<file path="config.mk">
export PLATFORM = sky130hd
export DESIGN_NAME = hpd_result_buf
export DESIGN_NICKNAME = d
export VERILOG_FILES = /design/src/sv/hpd_pkg.sv /design/src/sv/hpd_result_buf.sv
export SDC_FILE = /design/constraint.sdc
export NUM_CORES = 1
export LEC_CHECK = 0
export ABC_AREA = 1
export ABC_CLOCK_PERIOD_IN_PS = 2100
export BUFFER_PORTS_ARGS = -buffer_cell sky130_fd_sc_hd__buf_2
export CAP_MARGIN = 20
export CORE_MARGIN = 10
export CORE_UTILIZATION = 46
export CTS_CLUSTER_SIZE = 28
export DETAILED_ROUTE_END_ITERATION = 6
export PLACE_DENSITY = 0.84
export SYNTH_ARGS = -nofsm -noshare
export SYNTH_HDL_FRONTEND = slang
export SYNTH_SLANG_ARGS = --single-unit
export TNS_END_PERCENT = 100
</file>
<file path="constraint.sdc">
create_clock -name clk -period 2.1 [get_ports clk]
set_input_delay 0.105 -clock clk [delete_from_list [all_inputs] [get_ports clk]]
set_output_delay 0.105 -clock clk [all_outputs]
set_load 0.02 [all_outputs]
</file>
<file path="src/sv/hpd_pkg.sv">
// Shared types, constants and register codes for the heatmap peak detector.
`timescale 1ns / 1ps

package hpd_pkg;

    localparam int MAX_WIDTH_DEF  = 256;
    localparam int MAX_HEIGHT_DEF = 256;
    localparam int VALUE_BITS_DEF = 16;

    localparam int CFG_DATA_BITS  = 16;
    localparam int SIZE_BITS      = 9;
    localparam int THRESH_BITS    = 16;
    localparam int COORD_BITS     = 8;
    localparam int NUM_CASES      = 4;

    localparam logic [SIZE_BITS-1:0]   FRAME_WIDTH_RST  = 9'd64;
    localparam logic [SIZE_BITS-1:0]   FRAME_HEIGHT_RST = 9'd64;
    localparam logic [THRESH_BITS-1:0] THRESHOLD_RST    = 16'd0;

    typedef enum logic [1:0] {
        CFG_FRAME_WIDTH    = 2'd0,
        CFG_FRAME_HEIGHT   = 2'd1,
        CFG_PEAK_THRESHOLD = 2'd2
    } cfg_index_t;

    typedef struct packed {
        logic [SIZE_BITS-1:0]          frame_width;
        logic [SIZE_BITS-1:0]          frame_height;
        logic signed [THRESH_BITS-1:0] peak_threshold;
    } cfg_t;

    // Position and flags of one decided pixel
    typedef struct packed {
        logic [COORD_BITS-1:0] col;
        logic [COORD_BITS-1:0] row;
        logic                  is_peak;
        logic                  frame_end;
    } res_info_t;

    typedef struct packed {
        logic empty;
        logic single;
    } buf_status_t;

endpackage

</file>
<file path="src/sv/hpd_result_buf.sv">
// Four-entry result register, drained one result per output transfer.
`timescale 1ns / 1ps

module hpd_result_buf
    import hpd_pkg::*;
#(
    parameter int VALUE_BITS = VALUE_BITS_DEF
)
(
    input  logic                         clk,
    input  logic                         rst_n,
    input  logic                         load,
    input  logic [NUM_CASES-1:0]         res_mask,
    input  res_info_t                    res_info  [NUM_CASES],
    input  logic signed [VALUE_BITS-1:0] res_value [NUM_CASES],
    output buf_status_t                  status,
    output logic                         out_valid,
    input  logic                         out_stall,
    output logic [COORD_BITS-1:0]        col,
    output logic [COORD_BITS-1:0]        row,
    output logic signed [VALUE_BITS-1:0] value,
    output logic                         is_peak,
    output logic                         frame_end
);

    logic [NUM_CASES-1:0]         mask_reg;
    logic [NUM_CASES-1:0]         mask_next;
    res_info_t                    info_reg  [NUM_CASES];
    logic signed [VALUE_BITS-1:0] value_reg [NUM_CASES];
    logic [$clog2(NUM_CASES)-1:0] sel;
    logic                         fire;

    // Present the lowest pending entry, which keeps raster order
    always_comb
    begin
        sel = '0;
        for (int k = NUM_CASES - 1; k >= 0; k--)
        begin
            if (mask_reg[k])
                sel = ($clog2(NUM_CASES))'(k);
        end
    end

    assign out_valid     = mask_reg != '0;
    assign fire          = out_valid && !out_stall;
    assign status.empty  = mask_reg == '0;
    assign status.single = $onehot(mask_reg);

    assign col       = info_reg[sel].col;
    assign row       = info_reg[sel].row;
    assign is_peak   = info_reg[sel].is_peak;
    assign frame_end = info_reg[sel].frame_end;
    assign value     = value_reg[sel];

    always_comb
    begin
        mask_next = mask_reg;
        if (fire)
            mask_next[sel] = 1'b0;
        if (load)
            mask_next = res_mask;
    end

    always_ff @(posedge clk or negedge rst_n)
    begin
        if (!rst_n)
            mask_reg <= '0;
        else
            mask_reg <= mask_next;
    end

    always_ff @(posedge clk)
    begin
        if (load)
        begin
            for (int k = 0; k < NUM_CASES; k++)
            begin
                info_reg[k]  <= res_info[k];
                value_reg[k] <= res_value[k];
            end
        end
    end

    a_load_when_free: assert property (@(posedge clk) disable iff (!rst_n)
        load |-> (mask_reg == '0 || ($onehot(mask_reg) && fire)))
        else $error("results loaded over pending entries");

    a_drain_one: assert property (@(posedge clk) disable iff (!rst_n)
        (fire && !load) |=> ($countones(mask_reg) + 1 == $countones($past(mask_reg))))
        else $error("output transfer did not retire exactly one entry");

    a_hold_pending: assert property (@(posedge clk) disable iff (!rst_n)
        (!fire && !load) |=> (mask_reg == $past(mask_reg)))
        else $error("pending entries changed without a transfer");

    a_final_flag: assert property (@(posedge clk) disable iff (!rst_n)
        mask_reg[NUM_CASES-1] |-> info_reg[NUM_CASES-1].frame_end)
        else $error("final-pixel entry lost its frame end flag");

endmodule

</file>
Word level (Yosys, flattened, before mapping)

Memories as Yosys holds them, arrays and structs flattened.
Index checks and enable logic that the tools add are counted.

Memories kept: 2
Logic and storage cells: 27
Bits in writable memories: 136
Input bits: 144
Flip-flop bits (word level): 4
Output and inout port bits: 37

Reductions and logical operators: 6
Mux-type cells: 10
$lt $le $gt $ge: 2
Equal/unequal tests: 1
$add $sub $neg: 3
Bitwise logic cells: 2

Memories:

| memory    | words | width | read ports | clocked after memory_dff | wr ports | line                 | source |
|---|---|---|---|---|---|---|---|
| info_reg  | 4     | 18    | 1          | 0                        | 4        | hpd_result_buf.sv:28 | `res_info_t info_reg [NUM_CASES];` |
| value_reg | 4     | 16    | 1          | 0                        | 4        | hpd_result_buf.sv:29 | `logic signed [VALUE_BITS-1:0] value_reg [NUM_CASES];` |

Operators by type and width:

| kind               | number |
|---|---|
| $mux 2             | 4 |
| $mux 4             | 2 |
| $add 1x1->2        | 2 |
| $and 4x4->4        | 1 |
| $logic_not 4->1    | 1 |
| $not 4->4          | 1 |
| $reduce_bool 4->1  | 1 |
| $add 2x2->3        | 1 |
| $eq 3x1->1 const B | 1 |
| $lt 2x3->1 const B | 1 |
| $mux 1             | 3 |
| $demux 1 s2        | 1 |
| $ge 2x1->1 const B | 1 |
| $logic_and 1x1->1  | 2 |
| $reduce_bool 2->1  | 1 |
| $logic_not 1->1    | 1 |

Longest topological paths before layout

Depth after elaboration: 12
Depth in mapped cells: 9
Gate-level depth less buffers: 7

Least setup slack after synthesis

OpenSTA, ideal clock, no wires.

Path kind: register -> output
From: register mask_reg[0]
To: output status[0] (netlist name)
Required time: 1995 ps
Buffers on the path: 1
Stages on the path, launching flop included: 8
Setup slack: -304 ps
Arrival: 2299 ps
Cells stage by stage: dfrtp_1 > inv_2 > buf_1 > fa_1 > inv_1 > ha_1 > ha_1 > nor3b_1

RTL lines:

| item                   | line                 | source |
|---|---|---|
| from (decl)            | hpd_result_buf.sv:26 | `logic [NUM_CASES-1:0] mask_reg;` |
| from (signal assigned) | hpd_result_buf.sv:69 | `mask_reg <= mask_next;` |
| to (decl)              | hpd_result_buf.sv:16 | `output buf_status_t status,` |

==> impl_results.md <==
* Status: finished, violations left
* Failing checks: setup timing
* First-pass GRT wire length at 30700 µm
* Reg clk slew, reported paths at 0.06 ns
* CORE AREA at 12700 µm²
* Seq cells post-synth at 140
* Detailed Route WL at 19800 µm
* Syn nets at 698
* Leak Pwr at 0.00434 µW
* Critical Path RT at 2.00 ns
* 1st-iter DRT viols at 322
* Chip height at 134 µm
* Synth unique cells at 18
* Post-DR vias/cell at 4.86
* Register area at 4180 µm²
* Area taken by multi-input logic gates at 1270 µm²
* Slowest Stage Delay on Critical Path at 0.55 ns
* Netlist Area Pre-Place at 5970 µm²
* Max reg flops at 72
* CP max stage cell: fa_1
* Post-DRT Antenna Nets at 0
* Critical-path cell list: inv_2 > fa_1 > inv_1 > ha_2 > ha_4 > nor3b_4 > buf_6
* Final hold violations at 0
* RePlAce Congestion at 0.801
* Initial Util at 47.1%
* Setup_tns at -0.719 ns
* Sequential element share of the synthesized area at 70.1%
* DR vias at 5228
* Filler cells at 760
* Final setup margin at -0.153 ns
* Worst Tran Pin Value at 0.473 ns
* # setup viols final at 27
* Crit path buffers/inverters at 3
* IO buf count at 180
* Peak fanout along the critical path at 2
* Die width at 134 µm
* Fin crit period at 2.25 ns
* Max Root-Sink Buffers at 2
* HPWL Detailed at 11300 µm
* CTS Root Cell: clkbuf_16
* Most frequent cells in the layout: 178 x buf_2, 154 x nand2_1, 142 x dlygate4sd3_1
* Pins Over Slew Limit at 0
* Fin nets at 1037
* WS Path Type: flip-flop to output pin
* Peak Freq at 444 MHz
* Grt total ovfl at 0
* Avg WL per Cell at 18.4 µm
* CTS tree: done
* Share of layout cells above drive strength 1 at 26.6%
* Die footprint at 17900 µm²
* VDD IR max at 559 µV
* DRC viols at 0
* Crit end category: output pin
* Num rows at 41
* Crit path max-delay family: adder cells
* Initial antenna violation count at 2
* Clk sinks at 140
* Syn Inst Count at 549
* Tcrit/Tclk final at 107%
* Syn_area_per_cell at 10.9 µm²
* Drt pass-1 iters at 7
* RSZ-0062 raised after global routing: yes
* Worst Path Arrival at 2.15 ns
* Hold WC Path Type: input port to flip-flop
* Largest net degree at the start of global routing at 50
* Startpoint types: flip-flop
* Synth-to-Final Area Change at 54.4%
* Commonest non-fill, non-tap cell in the layout: buf_2
* MaxCap Viol Count at 0
* Io pins at 181
* H-tree depth at 4
* CTS Buf Count at 17
* Total track usage at 22.3%
* Vias in the first global route at 5698
* Worst relative slew slack at 68.5%
* Power per cell area at 876 nW/µm²
* Synth warnings at 0
* Clk Latency, worst-skew pair at 0.41 ns
* Dpl ws at 0.0961 ns
* Clock Skews at 0.00154 ns
==> cells in the mapped netlist, drive strengths merged <==
master  number  share of area [%]
buf         15                1.5
nand2      157                 10
fa           1               0.34
ha           4               0.84
a21oi        1              0.084
clkbuf       7               0.44
nor3b        1               0.13
nor2         6               0.63
inv        112                7.0
edfxtp     136                 68
o21bai       1               0.13
dfrtp        4                1.7
nand3      104                8.7
==> worst reg2reg max path, stage by stage, from the launching register on <==
cell and delay, ns:
dfrtp_1 0.35, inv_2 0.05, buf_4 0.27, ha_1 0.28
a21oi_1 0.19, nand2_1 0.07, nand2_1 0.06, nand2_1 0.05
dlygate4sd3_1 0.57
==> power by group <==
group	switching, µW	internal, µW
logic	950	646
registers	70.1	3310
clock network	1120	1970
total	2140	5930
==> routing by layer <==
metal	global-route usage [%]	share of wire (%)
met1	23.1	35
met4	10.6	3.3
met3	6.83	8.2
met5	0	0
met2	40.0	53
==> final cells by class <==
cell class | count | share of cell area (%)
sequential | 140 | 45.4
multi-input combinational | 275 | 13.8
clock inverter | 13 | 1.87
clock buffer | 19 | 4.70
inverter | 112 | 4.56
timing repair buffer | 342 | 27.2
tap | 172 | 2.34
antenna | 3 | 0.0815
==> through the flow <==
| stage | std cells | cell area, µm² | total power (µW) | hold WS, ns | util [%] |
|---|---|---|---|---|---|
| 5_1_grt | 1075 | 9210 | 8380 | 0.0122 | 72.7 |
| 4_1_cts | 1073 | 9210 | 8040 | 0.00164 | 72.7 |
| 3_5_place_dp | 898 | 7150 | 4750 | -0.0819 | 56.4 |
| 2_1_floorplan | 549 | 5980 | 4160 | -0.191 | - |
| 6_report | 1076 | 9210 | 8070 | 0.0135 | 72.7 |
| 3_3_place_gp | 898 | 7150 | 4700 | -0.0860 | 56.4 |
==> cell families after synthesis <==
family          count (synthesis)  share of synthesized area (%)
flops                         140                           70.1
simple gates                  268                           19.5
buf+inv                       134                           9.00
fa+ha+maj                       5                           1.17
compound gates                  2                          0.210
==> final timing paths <==
kind | start | to | slack (ns) | cells after the start
min in group asynchronous | rst_n | mask_reg[1] | 0.03 | 2
min reg2reg | mask_reg[0] | mask_reg[0] | 0.67 | 3
min | res_mask[1] | mask_reg[1] | 0.01 | 5
max in group asynchronous | rst_n | mask_reg[0] | 1.94 | 2
max | mask_reg[0] | status[0] | -0.15 | 7
max reg2reg | mask_reg[0] | mask_reg[2] | 0.08 | 8
==> repair_timing <==
item	CTS	global route
setup buffers	1	0
hold endpoints to repair	143	0
resized for setup	5	0
hold buffers	142	0
pin swaps	1	1
gates cloned	0	0
endpoints found under the setup margin	30	39
Power figures use the tool's default switching activity.
