<file path="config.mk">
export PLATFORM = sky130hd
export DESIGN_NAME = hpd_nms_core
export DESIGN_NICKNAME = d
export VERILOG_FILES = /design/src/sv/hpd_pkg.sv /design/src/sv/hpd_nms_core.sv
export SDC_FILE = /design/constraint.sdc
export NUM_CORES = 1
export LEC_CHECK = 0
export BUFFER_PORTS_ARGS = -buffer_cell sky130_fd_sc_hd__buf_2
export CAP_MARGIN = 20
export CORE_ASPECT_RATIO = 0.9
export CORE_UTILIZATION = 60
export CTS_CLUSTER_DIAMETER = 120
export DETAILED_ROUTE_END_ITERATION = 12
export GPL_TIMING_DRIVEN = 0
export PLACE_DENSITY = 0.91
export SYNTH_ARGS = -nofsm -noshare
export SYNTH_HDL_FRONTEND = slang
export SYNTH_SLANG_ARGS = --single-unit
</file>
<file path="constraint.sdc">
create_clock -name clk -period 10.5 [get_ports clk]
set_clock_uncertainty 0.05 [all_clocks]
set_input_delay 1.05 -clock clk [delete_from_list [all_inputs] [get_ports clk]]
set_output_delay 1.05 -clock clk [all_outputs]
set_load 0.005 [all_outputs]
</file>
<file path="src/sv/hpd_pkg.sv">
// Shared types, constants and register codes for the heatmap peak detector.
`timescale 1ns / 1ps

package hpd_pkg;

    localparam int MAX_WIDTH_DEF  = 256;
    localparam int MAX_HEIGHT_DEF = 256;
    localparam int VALUE_BITS_DEF = 16;

    localparam int CFG_DATA_BITS  = 16;
    localparam int SIZE_BITS      = 9;
    localparam int THRESH_BITS    = 16;
    localparam int COORD_BITS     = 8;
    localparam int NUM_CASES      = 4;

    localparam logic [SIZE_BITS-1:0]   FRAME_WIDTH_RST  = 9'd64;
    localparam logic [SIZE_BITS-1:0]   FRAME_HEIGHT_RST = 9'd64;
    localparam logic [THRESH_BITS-1:0] THRESHOLD_RST    = 16'd0;

    typedef enum logic [1:0] {
        CFG_FRAME_WIDTH    = 2'd0,
        CFG_FRAME_HEIGHT   = 2'd1,
        CFG_PEAK_THRESHOLD = 2'd2
    } cfg_index_t;

    typedef struct packed {
        logic [SIZE_BITS-1:0]          frame_width;
        logic [SIZE_BITS-1:0]          frame_height;
        logic signed [THRESH_BITS-1:0] peak_threshold;
    } cfg_t;

    // Position and flags of one decided pixel
    typedef struct packed {
        logic [COORD_BITS-1:0] col;
        logic [COORD_BITS-1:0] row;
        logic                  is_peak;
        logic                  frame_end;
    } res_info_t;

    typedef struct packed {
        logic empty;
        logic single;
    } buf_status_t;

endpackage

</file>
<file path="src/sv/hpd_nms_core.sv">
// Window registers, raster counters and the 3x3 local-maximum decisions.
`timescale 1ns / 1ps

module hpd_nms_core
    import hpd_pkg::*;
#(
    parameter int MAX_WIDTH  = MAX_WIDTH_DEF,
    parameter int MAX_HEIGHT = MAX_HEIGHT_DEF,
    parameter int VALUE_BITS = VALUE_BITS_DEF
)
(
    input  logic                         clk,
    input  logic                         rst_n,
    input  logic                         accept,
    input  logic signed [VALUE_BITS-1:0] logit,
    input  logic signed [VALUE_BITS-1:0] rd_older,
    input  logic signed [VALUE_BITS-1:0] rd_newer,
    input  cfg_t                         cfg,
    output logic [$clog2(MAX_WIDTH)-1:0] col_cur,
    output logic [$clog2(MAX_WIDTH)-1:0] col_next,
    output logic [NUM_CASES-1:0]         res_mask,
    output res_info_t                    res_info  [NUM_CASES],
    output logic signed [VALUE_BITS-1:0] res_value [NUM_CASES]
);

    localparam int CW   = $clog2(MAX_WIDTH);
    localparam int RW   = (MAX_HEIGHT > 1) ? $clog2(MAX_HEIGHT) : 1;
    localparam int WSZ  = (CW + 1 > SIZE_BITS) ? CW + 1 : SIZE_BITS;
    localparam int HSZ  = (RW + 1 > SIZE_BITS) ? RW + 1 : SIZE_BITS;
    localparam int CMPW = (VALUE_BITS > THRESH_BITS) ? VALUE_BITS : THRESH_BITS;

    logic [CW-1:0]                col_count_reg;
    logic [RW-1:0]                row_count_reg;
    logic [RW-1:0]                row_count_next;
    logic signed [VALUE_BITS-1:0] win_reg [6];

    logic [WSZ-1:0]               fw_ext;
    logic [HSZ-1:0]               fh_ext;
    logic [CW-1:0]                last_col;
    logic [RW-1:0]                last_row_idx;
    logic                         row_end;
    logic                         last_row;
    logic                         row_ge1;
    logic                         row_ge2;
    logic                         col_ge1;
    logic                         col_ge2;

    logic signed [VALUE_BITS-1:0] grid [4][4];
    logic                         rv   [4];
    logic                         cv   [4];
    logic signed [CMPW-1:0]       thr_ext;
    logic signed [CMPW-1:0]       ctr_ext [NUM_CASES];
    logic [NUM_CASES-1:0]         peak;

    // Clamp the programmed sizes to 1..MAX and take the last index
    always_comb
    begin
        fw_ext = WSZ'(cfg.frame_width);
        fh_ext = HSZ'(cfg.frame_height);
        if (cfg.frame_width == '0)
            last_col = '0;
        else if (fw_ext > WSZ'(MAX_WIDTH))
            last_col = CW'(MAX_WIDTH - 1);
        else
            last_col = CW'(fw_ext - 1'b1);
        if (cfg.frame_height == '0)
            last_row_idx = '0;
        else if (fh_ext > HSZ'(MAX_HEIGHT))
            last_row_idx = RW'(MAX_HEIGHT - 1);
        else
            last_row_idx = RW'(fh_ext - 1'b1);
    end

    assign row_end  = col_count_reg >= last_col;
    assign last_row = row_count_reg >= last_row_idx;
    assign row_ge1  = row_count_reg != '0;
    assign row_ge2  = row_count_reg > RW'(1);
    assign col_ge1  = col_count_reg != '0;
    assign col_ge2  = col_count_reg > CW'(1);

    // Grid rows: top, mid, bottom, none; columns: left, mid, right, none
    always_comb
    begin
        for (int i = 0; i < 4; i++)
        begin
            for (int j = 0; j < 4; j++)
            begin
                grid[i][j] = '0;
            end
        end
        for (int i = 0; i < 3; i++)
        begin
            grid[i][0] = win_reg[i];
            grid[i][1] = win_reg[3 + i];
        end
        grid[0][2] = rd_older;
        grid[1][2] = rd_newer;
        grid[2][2] = logit;
        rv[0] = row_ge2;
        rv[1] = row_ge1;
        rv[2] = 1'b1;
        rv[3] = 1'b0;
        cv[0] = col_ge2;
        cv[1] = col_ge1;
        cv[2] = 1'b1;
        cv[3] = 1'b0;
    end

    assign thr_ext = cfg.peak_threshold;

    // Case k: row offset k[1], column offset k[0] of the decided window
    always_comb
    begin
        for (int k = 0; k < NUM_CASES; k++)
        begin
            res_value[k] = grid[(k >> 1) + 1][(k & 1) + 1];
            ctr_ext[k]   = res_value[k];
            peak[k]      = ctr_ext[k] >= thr_ext;
            for (int i = 0; i < 3; i++)
            begin
                for (int j = 0; j < 3; j++)
                begin
                    if (rv[(k >> 1) + i] && cv[(k & 1) + j]
                        && (grid[(k >> 1) + i][(k & 1) + j] > res_value[k]))
                        peak[k] = 1'b0;
                end
            end
        end
    end

    always_comb
    begin
        res_mask[0] = row_ge1 && col_ge1;
        res_mask[1] = row_ge1 && row_end;
        res_mask[2] = last_row && col_ge1;
        res_mask[3] = last_row && row_end;

        res_info[0].col = COORD_BITS'(col_count_reg - 1'b1);
        res_info[0].row = COORD_BITS'(row_count_reg - 1'b1);
        res_info[1].col = COORD_BITS'(col_count_reg);
        res_info[1].row = COORD_BITS'(row_count_reg - 1'b1);
        res_info[2].col = COORD_BITS'(col_count_reg - 1'b1);
        res_info[2].row = COORD_BITS'(row_count_reg);
        res_info[3].col = COORD_BITS'(col_count_reg);
        res_info[3].row = COORD_BITS'(row_count_reg);
        for (int k = 0; k < NUM_CASES; k++)
        begin
            res_info[k].is_peak   = peak[k];
            res_info[k].frame_end = (k == NUM_CASES - 1);
        end
    end

    // Advance the raster position on each transfer
    always_comb
    begin
        col_next       = col_count_reg;
        row_count_next = row_count_reg;
        if (accept)
        begin
            if (row_end)
            begin
                col_next       = '0;
                row_count_next = last_row ? '0 : RW'(row_count_reg + 1'b1);
            end
            else
            begin
                col_next = CW'(col_count_reg + 1'b1);
            end
        end
    end

    always_ff @(posedge clk or negedge rst_n)
    begin
        if (!rst_n)
        begin
            col_count_reg <= '0;
            row_count_reg <= '0;
            for (int i = 0; i < 6; i++)
            begin
                win_reg[i] <= '0;
            end
        end
        else
        begin
            col_count_reg <= col_next;
            row_count_reg <= row_count_next;
            if (accept)
            begin
                for (int i = 0; i < 3; i++)
                begin
                    win_reg[i]     <= grid[i][1];
                    win_reg[3 + i] <= grid[i][2];
                end
            end
        end
    end

    assign col_cur = col_count_reg;

endmodule

</file>
# Word-level counts from Yosys, hierarchy flattened
# Index checks and enable logic that the tools add are counted.
# op_classes
add_sub_neg	6
mul	0
div_mod_pow	0
magnitude_cmp	35
eq_ne	0
shift	0
n_mux	32
n_bitwise	0
reduce_logical	33
# ops
operator	n
> comparator 16 bit	25
greater-or-equal comparator 16 bit	4
2-to-1 mux 8 bit	7
subtractor 8 x 1 -> 8 bit, second input constant	4
logical AND 1 bit	28
2-to-1 mux 1 bit	25
> comparator 9 bit, second input constant	2
logical NOT 9 bit	2
adder 8 x 1 -> 8 bit, second input constant	2
greater-or-equal comparator 8 bit	2
> comparator 8 x 1 -> 1 bit, second input constant	2
nonzero test 8 bit	2
AND reduction 2 bit	1
# word_totals
regBits	112
latch_bits	0
ram_bits	0
rom_bits	0
in_bits	85
out_inout_bits	156
elab_cells	114
mem_count	0

# Logic depth before layout (Yosys ltp)
# Gate-level depths: netlist of the first run.
# depth
word_depth	12
mapped_depth	17
mapped_depth_nobuf	16

# Worst setup path after synthesis of the first run
# No wires, ideal clock.
# synth_timing
path_kind	input to output
startpoint	input port cfg[25] (netlist name)
endpoint	output port col_next[2]
t_arrival_ps	3960
setup_slack_ps	5440
stages	16
n_path_buf	0
cell_sequence	inv_1 > ha_1 > nand2_1 > or3_1 > nor3_1 > nor2_1 > o21a_1 > ha_1 > nand2b_1 > a21o_1 > a211oi_1 > o21ai_0 > a21oi_1 > nand2_1 > nor3b_1 > a21o_1
# synth_via
elab_chain_len	6
word_cells_on_any_way	8
# synth_rtl
element	line	source
from (decl)	hpd_nms_core.sv:18	input cfg_t cfg,
subtractor 8 x 1 -> 8 bit or > comparator 9 bit (tied branches)	hpd_nms_core.sv:65, hpd_nms_core.sv:62	
2-to-1 mux 8 bit	hpd_nms_core.sv:62	else if (fw_ext > WSZ'(MAX_WIDTH))
2-to-1 mux 8 bit *	hpd_nms_core.sv:60	if (cfg.frame_width == '0)
greater-or-equal comparator 8 bit *	hpd_nms_core.sv:74	assign row_end = col_count_reg >= last_col;
2-to-1 mux 8 bit *	hpd_nms_core.sv:160	if (row_end)
2-to-1 mux 8 bit *	hpd_nms_core.sv:158	if (accept)
to (decl)	hpd_nms_core.sv:20	output logic [$clog2(MAX_WIDTH)-1:0] col_next,
# Mark *: on every way between the ends. The rest lies on a longest branch, timed or not.

# Worst setup path after layout of the first run
# Same ends and word-level chain as after synthesis.

==> run summary, run 1 <==
Tmin final: 5.80 ns
RSZ-0062 raised after global routing: no
Hold buffers post-CTS: 0
Leakage power total: 0.00784 uW
First-pass GRT wire length: 62.9 mm
Top cells by area, synth: ha_1, dfrtp_1, buf_4
Reg2reg setup slack: 7.34 ns
Vias per inst: 6.18
Critical Path Start: cfg[25]
Area of the multi-input gates: 8970 um^2
Syn avg cell area: 8.79 um^2
Layout cells sized above 1: 0.249
Clock Latency Late Sink: 0.37 ns
Vias in the first global route: 12,000
Number of port buffers: 235
Initial Utilization: 0.621
Detailed placer's ending HPWL: 32.3 mm
Setup TNS Final: 0 ns
First DRT Iteration DRCs: 1,377
Synth cell count leaders: ha_1, nand2_1, inv_1, dfrtp_1, buf_4
Synth area leader: ha_1
Reg-to-Reg End: row_count_reg[4]$_DFFE_PN0P_
# Max-Cap Violations: 0
Final WL: 40.2 mm
Clock-pin slew of the registers on the worst-case setup and hold paths: 0.08 ns
Share of the yosys chip area belonging to registers: 0.214
Post-synthesis cell type count: 64
Top FF cell, synth: dfrtp_1
Final Total Pwr: 1920 uW
Inserted Clock Buffers: 9
Startpoint types: input port
# resized after CTS: 0
Pwr Density: 128 nW/um^2
Combinational family with the most area after synthesis: adder cells
Metal3 WL: 3.40 mm
Crit path kind: in -> out
Crit path capture type: output port
Top Layer Used: met4
Post-synth EDFFs: 0
Setup slack at placement: 4.73 ns
Mapped cell area: 13,100 um^2
Crit share post-route: 0.553
Most common cell in the netlist: ha_1
Peak supply drop: 0.101 mV
Placer Congestion: 0.952
Slew HR: 0.432
XOR/XNOR Fraction of Synth Area: 0.0134
Fmax: 172 MHz
I/O pin count: 241
Ys Warns: 0
Remaining DRCs: 0
Compound-gate portion of the synthesized area: 0.153
Clock root cell: clkbuf_16
Adder-Cell Fraction of Synth Area: 0.317
CTS tree: done
Reg area: 2800 um^2
DR WL met2: 18.3 mm
Worst endpoint data arrival time: 4.70 ns
Cells after synthesis: 1,488
Die Span Y: 142 um
# setup viols final: 0
CTS H-tree lvls: 3
Slew at the pin closest to its max-slew limit: 0.853 ns
Area growth syn-to-layout: 14.7%
Final net count: 2,152
Post-CTS Setup Repair Bufs: 0
Final Hold Fails: 0
Req. time, crit path: 9.40 ns
Clk sinks: 112
Row count: 50
Final core occ: 0.712
Synth top area share: 0.316
RR Startpoint: col_cur[0]$_DFF_PN0_
Outcome: finished, final reports clean
First-pass DRT Iterations: 6
Max reg flops: 64
Clk buf depth: 2
FF+latch count, synth: 112
Crit-path max FO: 8
Total track usage: 0.362
Drt wl/cell: 19.8 um
Grt ovf: 0
Die area: 22,400 um^2
Worst R2R Path Depth: 11
Setup WS post-layout: 4.70 ns
Initial antenna violation count: 2
Maximum number of pins on one net before global-route repair: 94
Mux contribution to synthesized area: 0.0568
Routed via count: 12,500
Core ar.: 21,100 um^2
Asr flop ratio synth: 1.00
DIE WIDTH: 158 um
Detail Route Antenna Nets: 0
WL met1: 17.2 mm
Final Max Tran Viols: 0
Fill count: 1,549
Path type of the worst min-delay path: in -> async
Simple-gate area share of the yosys netlist: 0.144
-- cell type report --
| type | count | area share |
|---|---|---|
| well taps | 286 | 0.0238 |
| repair buffers | 236 | 0.0806 |
| plain buffers | 126 | 0.0585 |
| flip-flops and latches | 112 | 0.187 |
| inverters | 117 | 0.0293 |
| diodes | 2 | 0.000333 |
| multi-input cells | 1135 | 0.598 |
| clock inverters | 6 | 0.00784 |
| clock buffers | 9 | 0.0150 |
-- placed cells by master, fill, tap and decap left out, types with 5 or more instances in the layout --
cell,Yosys,final
o21bai_1,7,7
buf_4,108,108
ha_1,330,330
nand2_1,122,122
mux2_2,62,62
nand3_1,33,33
buf_1,6,6
nand2b_1,12,12
nand4_1,53,53
a2111oi_0,8,8
nor2_1,78,78
o31ai_1,6,6
clkbuf_1,12,12
or3_1,6,6
a211oi_1,23,23
a21oi_1,103,103
dfrtp_1,112,112
buf_2,0,234
o211ai_1,15,15
a31oi_1,7,7
a21o_1,25,25
clkbuf_16,0,9
xnor2_1,5,5
or4_1,7,7
nor4_1,8,8
and3_1,5,5
nor3b_1,6,6
inv_1,117,117
o21a_1,9,9
nor2b_1,17,17
o21ai_0,97,97
xor2_1,15,15
nor3_1,22,22
-- stage by stage --
| stage | cell area [um^2] | std cells | hold WS (ns) |
|---|---|---|---|
| 2_1_floorplan | 13100 | 1490 | 0.403 |
| 3_3_place_gp | 14600 | 2011 | 0.421 |
| 3_5_place_dp | 14700 | 2012 | 0.452 |
| 4_1_cts | 15000 | 2027 | 0.464 |
| 5_1_grt | 15000 | 2029 | 0.469 |
| 6_report | 15000 | 2029 | 0.466 |
-- metal layers --
metal | global-route usage | vias up
li1 | - | 5847
met3 | 0.0609 | 103
met2 | 0.573 | 655
met1 | 0.496 | 5933
met5 | 0 | -
met4 | 0.126 | 0
-- worst max-delay path, cell delays in order --
cell	delay [ns]
buf_2	0.10
inv_1	0.09
ha_1	0.18
nand2_1	0.08
or3_1	0.38
nor3_1	0.37
nor2_1	0.14
o21a_1	0.19
ha_1	0.26
nand2b_1	0.14
a21o_1	0.18
a211oi_1	0.22
o21ai_0	0.12
a21oi_1	0.52
nand2_1	0.15
nor3b_1	0.23
a21o_1	0.17
buf_2	0.14
-- logic make-up (layout without fill, tap and decap cells) --
family,count (synthesis),count (layout)
other,2,6
flip-flops,112,112
XOR/XNOR,20,20
buffers and inverters,243,494
AO/OA/AOI/OAI,329,329
adder cells (fa/ha/maj),332,332
AND/OR/NAND/NOR,384,384
multiplexers,66,66
-- report_power, final --
part | switching [uW] | internal, uW | total (uW)
Clock | 176 | 234 | 411
Combinational | 483 | 438 | 921
Sequential | 99.5 | 487 | 587
Total | 759 | 1160 | 1920
-- how the worst max path moves through the flow --
stage	endpoint	cells after the start
after floorplan	col_next[2]	16
after global placement	col_next[2]	18
after detailed placement	col_next[2]	18
after CTS	col_next[2]	18
after global routing	col_next[7]	18
final	col_next[2]	18
(Power assumes the default switching activity.)
==> run 2, diff against run 1 <==
CORE_UTILIZATION = 58   (was 60)
PLACE_DENSITY = 0.89   (was 0.91)
clock period = 6.1 ns   (was 10.5 ns; I/O delays follow)
==> run 2 against run 1 <==
  * Routed wire length decreased by 0.27%
  * First-iteration DRC count decreased by 21%
  * Final cell count increased by 0.20%
  * Utilization decreased by 2.9 points
  * Combinational power increased by 72%
  * Worst hold slack got worse by 0.37 ns
  * Flip-flop and latch count unchanged
  * Critical path depth unchanged
  * Largest cell class unchanged
  * Highest routed layer unchanged
==> run summary, run 2 (synthesized netlist as in run 1, its figures left out) <==
Initial Utilization: 0.598 (-0.0228)
Clock root cell: clkbuf_16
First-pass DRT Iterations: 5 (-1)
Detailed placer's ending HPWL: 32.3 mm (about the same)
Post-CTS Setup Repair Bufs: 0 (unchanged)
Reg2reg setup slack: 2.83 ns (-4.51 ns)
# Max-Cap Violations: 0 (unchanged)
Detail Route Antenna Nets: 0 (unchanged)
Core ar.: 21,900 um^2 (+3.8%)
# resized after CTS: 0 (unchanged)
Clk sinks: 112 (unchanged)
RR Startpoint: col_cur[0]$_DFF_PN0_
Leakage power total: 0.00782 uW (-0.36%)
Clock Latency Late Sink: 0.37 ns (about the same)
Slew at the pin closest to its max-slew limit: 0.879 ns (+0.0263 ns)
Reg-to-Reg End: row_count_reg[7]$_DFFE_PN0P_
Cell breakdown of the critical path: buf_2 > inv_1 > ha_1 > nand2_1 > or3_1 > nor3_1 > nor2_1 > o21a_1 > ha_1 > nand2b_1 > a21o_1 > a211oi_1 > o21ai_0 > a21oi_1 > nor2b_1 > clkbuf_1 > nor2_1 > buf_2
Final Hold Fails: 0 (unchanged)
Path type of the worst min-delay path: in -> async
Drt wl/cell: 19.7 um (-0.47%)
Most frequent cells in the layout: ha_1, buf_2, nand2_1
Crit-path max FO: 8 (unchanged)
Peak supply drop: 0.149 mV (+48%)
Outcome: finished, final reports clean
First-pass GRT wire length: 61.9 mm (-1.6%)
Pwr Density: 213 nW/um^2 (+67%)
Power Internal: 1880 uW (+62%)
Req. time, crit path: 5.44 ns (-3.96 ns)
CTS tree: done
I/O pin count: 241 (unchanged)
Setup TNS Final: 0 ns (unchanged)
Switch Pwr: 1310 uW (+72%)
Vias per inst: 6.10 (-1.3%)
Remaining DRCs: 0 (unchanged)
First DRT Iteration DRCs: 1,086 (-21%)
Most common cell after layout, fill and taps aside: ha_1
CP max stage cell: a21oi_1
Sw Share: 0.410 (+0.0149)
Tmin final: 4.97 ns
Layout cells sized above 1: 0.249 (about the same)
CTS H-tree lvls: 3 (unchanged)
Antenna cells: 0 (-2)
Row count: 51 (+2.0%)
Slew HR: 0.414 (-0.0175)
Final WL: 40.1 mm (-0.27%)
Crit path kind: in -> out
Reg power frac: 0.317 (+0.011)
Worst endpoint data arrival time: 4.31 ns (-0.39 ns)
Fmax: 201 MHz
Routed via count: 12,400 (-1.1%)
Inserted Clock Buffers: 9 (unchanged)
Hold slack: 0.0986 ns (-0.368 ns)
Crit path capture type: output port
Hold buffers post-CTS: 0 (unchanged)
Power share of the clock group: 0.188 (-0.026)
Startpoint types: input port
Die Span Y: 144 um (+1.7%)
Total track usage: 0.342 (-0.0206)
# setup viols final: 0 (unchanged)
Final net count: 2,152 (unchanged)
Vias in the first global route: 11,700 (-2.3%)
Placer Congestion: 0.954 (+0.17%)
Number of port buffers: 235 (unchanged)
RSZ-0062 raised after global routing: no
Final Max Tran Viols: 0 (unchanged)
Crit share post-route: 0.814
Clock-pin slew of the registers on the worst-case setup and hold paths: 0.08 ns (about the same)
Clk buf depth: 2 (unchanged)
Worst R2R Path Depth: 10 (-1)
Slowest Stage Delay on Critical Path: 0.51 ns (about the same)
DIE WIDTH: 160 um (+1.7%)
Maximum number of pins on one net before global-route repair: 77 (-18%)
Area growth syn-to-layout: 14.2%
Initial antenna violation count: 0 (-2)
Comb pwr share: 0.495 (+0.015)
Die area: 23,200 um^2 (+3.4%)
Grt ovf: 0 (unchanged)
Max reg flops: 64 (unchanged)
run 2: cell count changes in the layout (fill, tap and decap cells not counted):
cell	before	now
diode_2	2	0
clkinv_4	1	3
bufinv_16	3	0
inv_6	0	1
clkbuf_1	12	13
run 2: area by class of cell:
cell class,count,area (um^2)
clock inverter,6,53.8
tap,291,364
inverter,117,439
clock buffer,10,229
timing repair buffer,236,1210
multi-input combinational,1135,8970
buffer,126,878
sequential,112,2800
fill,1721,6940
run 2: power groups by stage:
stage          logic [uW]  clock network [uW]  registers, uW
6_report             1580                 598           1010
5_1_grt              1760                 621           1020
4_1_cts              1550                 594           1000
3_5_place_dp         1530                   0           1020
3_3_place_gp         1450                   0           1010
2_1_floorplan         996                   0            958
run 2: worst max path at each step:
stage / start / endpoint / slack [ns] / depth (start not counted)
finish: cfg[25] / col_next[5] / 1.13 / 18
detailed placement: cfg[25] / col_next[5] / 1.18 / 18
floorplan: cfg[25] / col_next[2] / 1.92 / 16
global placement: cfg[25] / col_next[2] / 1.30 / 18
global route: cfg[25] / col_next[2] / 0.64 / 18
CTS: cfg[25] / col_next[5] / 1.15 / 18
run 2: metal layers:
metal,vias to the layer above,GRT usage,share of wire
li1,5847,-,-
met1,5864,0.459,0.43
met2,605,0.552,0.45
met3,88,0.0677,0.087
met4,0,0.110,0.029
met5,-,0,0
run 2: through the flow:
step | power (uW) | utilization | area (um^2) | setup slack [ns] | instances
final | 3180 | 0.683 | 14900 | 1.13 | 2033
after global routing | 3400 | 0.683 | 14900 | 0.636 | 2033
after CTS | 3150 | 0.683 | 14900 | 1.15 | 2033
after detailed placement | 2550 | 0.670 | 14700 | 1.18 | 2017
after global placement | 2460 | 0.668 | 14600 | 1.30 | 2016
after floorplan | 1950 | - | 13100 | 1.92 | 1490
run 2: critical path: cells and delay by family:
| kind | cells | cell delay (ns) |
|---|---|---|
| AOI/OAI and AO/OA | 5 | 1.27 |
| adders and majority gates | 2 | 0.44 |
| buffers and inverters | 4 | 0.54 |
| and+or+nand+nor | 7 | 1.44 |
==> run 3, diff against run 2 <==
clock period = 4.6 ns   (was 6.1 ns; I/O delays follow)
==> run 3 against run 2 <==
  * Final cell count about the same
  * Clock power is 32% higher
  * Sequential power is 33% higher
  * Flip-flop and latch count did not move
  * Setup slack got worse by 0.85 ns
  * Clock-buffer cell count stayed put
  * Non-clock buffer count rose by 2
  * Largest cell class unchanged
==> run summary, run 3 (synthesized netlist as in run 1, its figures left out) <==
Outcome: finished, final reports clean
Placer Congestion: 0.954 (unchanged)
Hold slack: 0.285 ns (+0.187 ns)
Maximum number of pins on one net before global-route repair: 77 (unchanged)
Core ar.: 21,900 um^2 (unchanged)
Max reg flops: 64 (unchanged)
Sw Share: 0.410 (-0.000824)
Area of the multi-input gates: 8990 um^2 (+0.17%)
Reg area: 2800 um^2 (unchanged)
Dpl cell area: 14,700 um^2 (unchanged)
Drt wl/cell: 19.7 um (-0.15%)
Clock-pin slew of the registers on the worst-case setup and hold paths: 0.08 ns (about the same)
Leakage power total: 0.00783 uW (+0.17%)
RSZ-0062 raised after global routing: no
Power share of the clock group: 0.187 (about the same)
Fill count: 1,713 (-0.46%)
Detail Route Antenna Nets: 0 (unchanged)
Remaining DRCs: 0 (unchanged)
Crit path capture type: output port
Worst endpoint data arrival time: 3.81 ns (-0.50 ns)
Crit share post-route: 0.939
Peak supply drop: 0.195 mV (+30%)
Most common cell after layout, fill and taps aside: ha_1
Setup TNS Final: 0 ns (unchanged)
Die Span Y: 144 um (unchanged)
First-pass GRT wire length: 61.9 mm (about the same)
Final net count: 2,154 (+0.093%)
Routed via count: 12,400 (+0.23%)
Row count: 51 (unchanged)
Req. time, crit path: 4.09 ns (-1.35 ns)
First-pass DRT Iterations: 5 (unchanged)
Vias in the first global route: 11,700 (+0.043%)
Grt ovf: 0 (unchanged)
DIE WIDTH: 160 um (unchanged)
Final WL: 40.0 mm (about the same)
# Max-Cap Violations: 0 (unchanged)
Final Max Tran Viols: 0 (unchanged)
Inserted Clock Buffers: 9 (unchanged)
# setup viols final: 0 (unchanged)
Slew HR: 0.424 (+0.00946)
Total track usage: 0.342 (about the same)
Reg power frac: 0.318 (about the same)
Number of port buffers: 235 (unchanged)
Detailed placer's ending HPWL: 32.3 mm (unchanged)
Switch Pwr: 1730 uW (+32%)
Crit-path max FO: 7 (-1)
Clk sinks: 112 (unchanged)
Initial antenna violation count: 0 (unchanged)
Vias per inst: 6.11 (+0.14%)
Antenna cells: 0 (unchanged)
Area growth syn-to-layout: 14.5%
Clock root cell: clkbuf_16
CTS H-tree lvls: 3 (unchanged)
Power Internal: 2490 uW (+33%)
Layout cells sized above 1: 0.250 (+0.00144)
Die area: 23,200 um^2 (unchanged)
Tmin final: 4.32 ns
Crit path kind: reg -> out
Pwr Density: 282 nW/um^2 (+32%)
Initial Utilization: 0.598 (unchanged)
CTS tree: done
First DRT Iteration DRCs: 1,161 (+6.9%)
Most frequent cells in the layout: ha_1, buf_2, nand2_1
Final instance area: 15,000 um^2 (+0.22%)
Final Hold Fails: 0 (unchanged)
Comb pwr share: 0.496 (about the same)
Clk buf depth: 2 (unchanged)
Startpoint types: register
I/O pin count: 241 (unchanged)
Fmax: 232 MHz
Slew at the pin closest to its max-slew limit: 0.865 ns (-0.0142 ns)
Clock Latency Late Sink: 0.36 ns (about the same)
Path type of the worst min-delay path: in -> reg
## run 3: per-layer routing
layer	wire length, um	up-vias	track usage
met4	1070	0	0.110
met1	17300	5899	0.459
met3	3540	83	0.0677
met5	0	-	0
li1	-	5849	-
met2	18200	602	0.552
## run 3: power by group through the flow
stage	clock (uW)	sequential (uW)	combinational (uW)
floorplan	0	1270	1320
finish	789	1340	2090
CTS	788	1330	2060
global placement	0	1340	1920
detailed placement	0	1350	2030
global route	824	1360	2340
## run 3: through the flow
step	worst slack, ns	util	std cells	total power, uW
after floorplan	0.720	-	1490	2590
after global placement	0.104	0.668	2016	3260
after detailed placement	-0.0215	0.670	2017	3380
after CTS	0.111	0.684	2034	4180
after global routing	0.00658	0.684	2035	4520
final	0.282	0.684	2035	4220
## run 3: layout make-up
class,instances,share of cell area
multi-input cells,1135,0.600
flip-flops and latches,112,0.187
repair buffers,238,0.0819
plain buffers,126,0.0586
inverters,117,0.0293
well taps,291,0.0243
clock buffers,10,0.0153
clock inverters,6,0.00359
## run 3: path summary, 6_finish.rpt
path | start | to | slack, ns | cells after the start
setup / recovery | res_value[63]$_DFFE_PN0P_ | res_info[37] | 0.28 | 10
hold reg to reg | grid[224]$_DFFE_PN0P_ | grid[240]$_DFFE_PN0P_ | 0.46 | 2
hold / removal | rd_older[0] | grid[224]$_DFFE_PN0P_ | 0.29 | 3
max in group asynchronous | rst_n | res_value[29]$_DFFE_PN0P_ | 3.25 | 3
min in group asynchronous | rst_n | grid[224]$_DFFE_PN0P_ | 0.52 | 2
setup reg to reg | col_cur[0]$_DFF_PN0_ | row_count_reg[7]$_DFFE_PN0P_ | 1.57 | 11
## run 3: worst max-delay path, stage by stage (launching register included)
cell and delay, ns:
dfrtp_1 0.51, ha_1 0.40, nand4_1 0.22, or4_1 0.63, a21oi_1 0.30, or4_4 0.19, mux2_4 0.30, o311ai_1 0.09
nand2_1 0.11, a2111oi_2 0.48, buf_2 0.20
## run 3: what timing repair did
action,CTS,global route
setup buffers,0,1
hold buffers,1,0
hold endpoints to repair,36,0
resized for setup,1,2
pin swaps,0,1
endpoints found under the setup margin,5,8
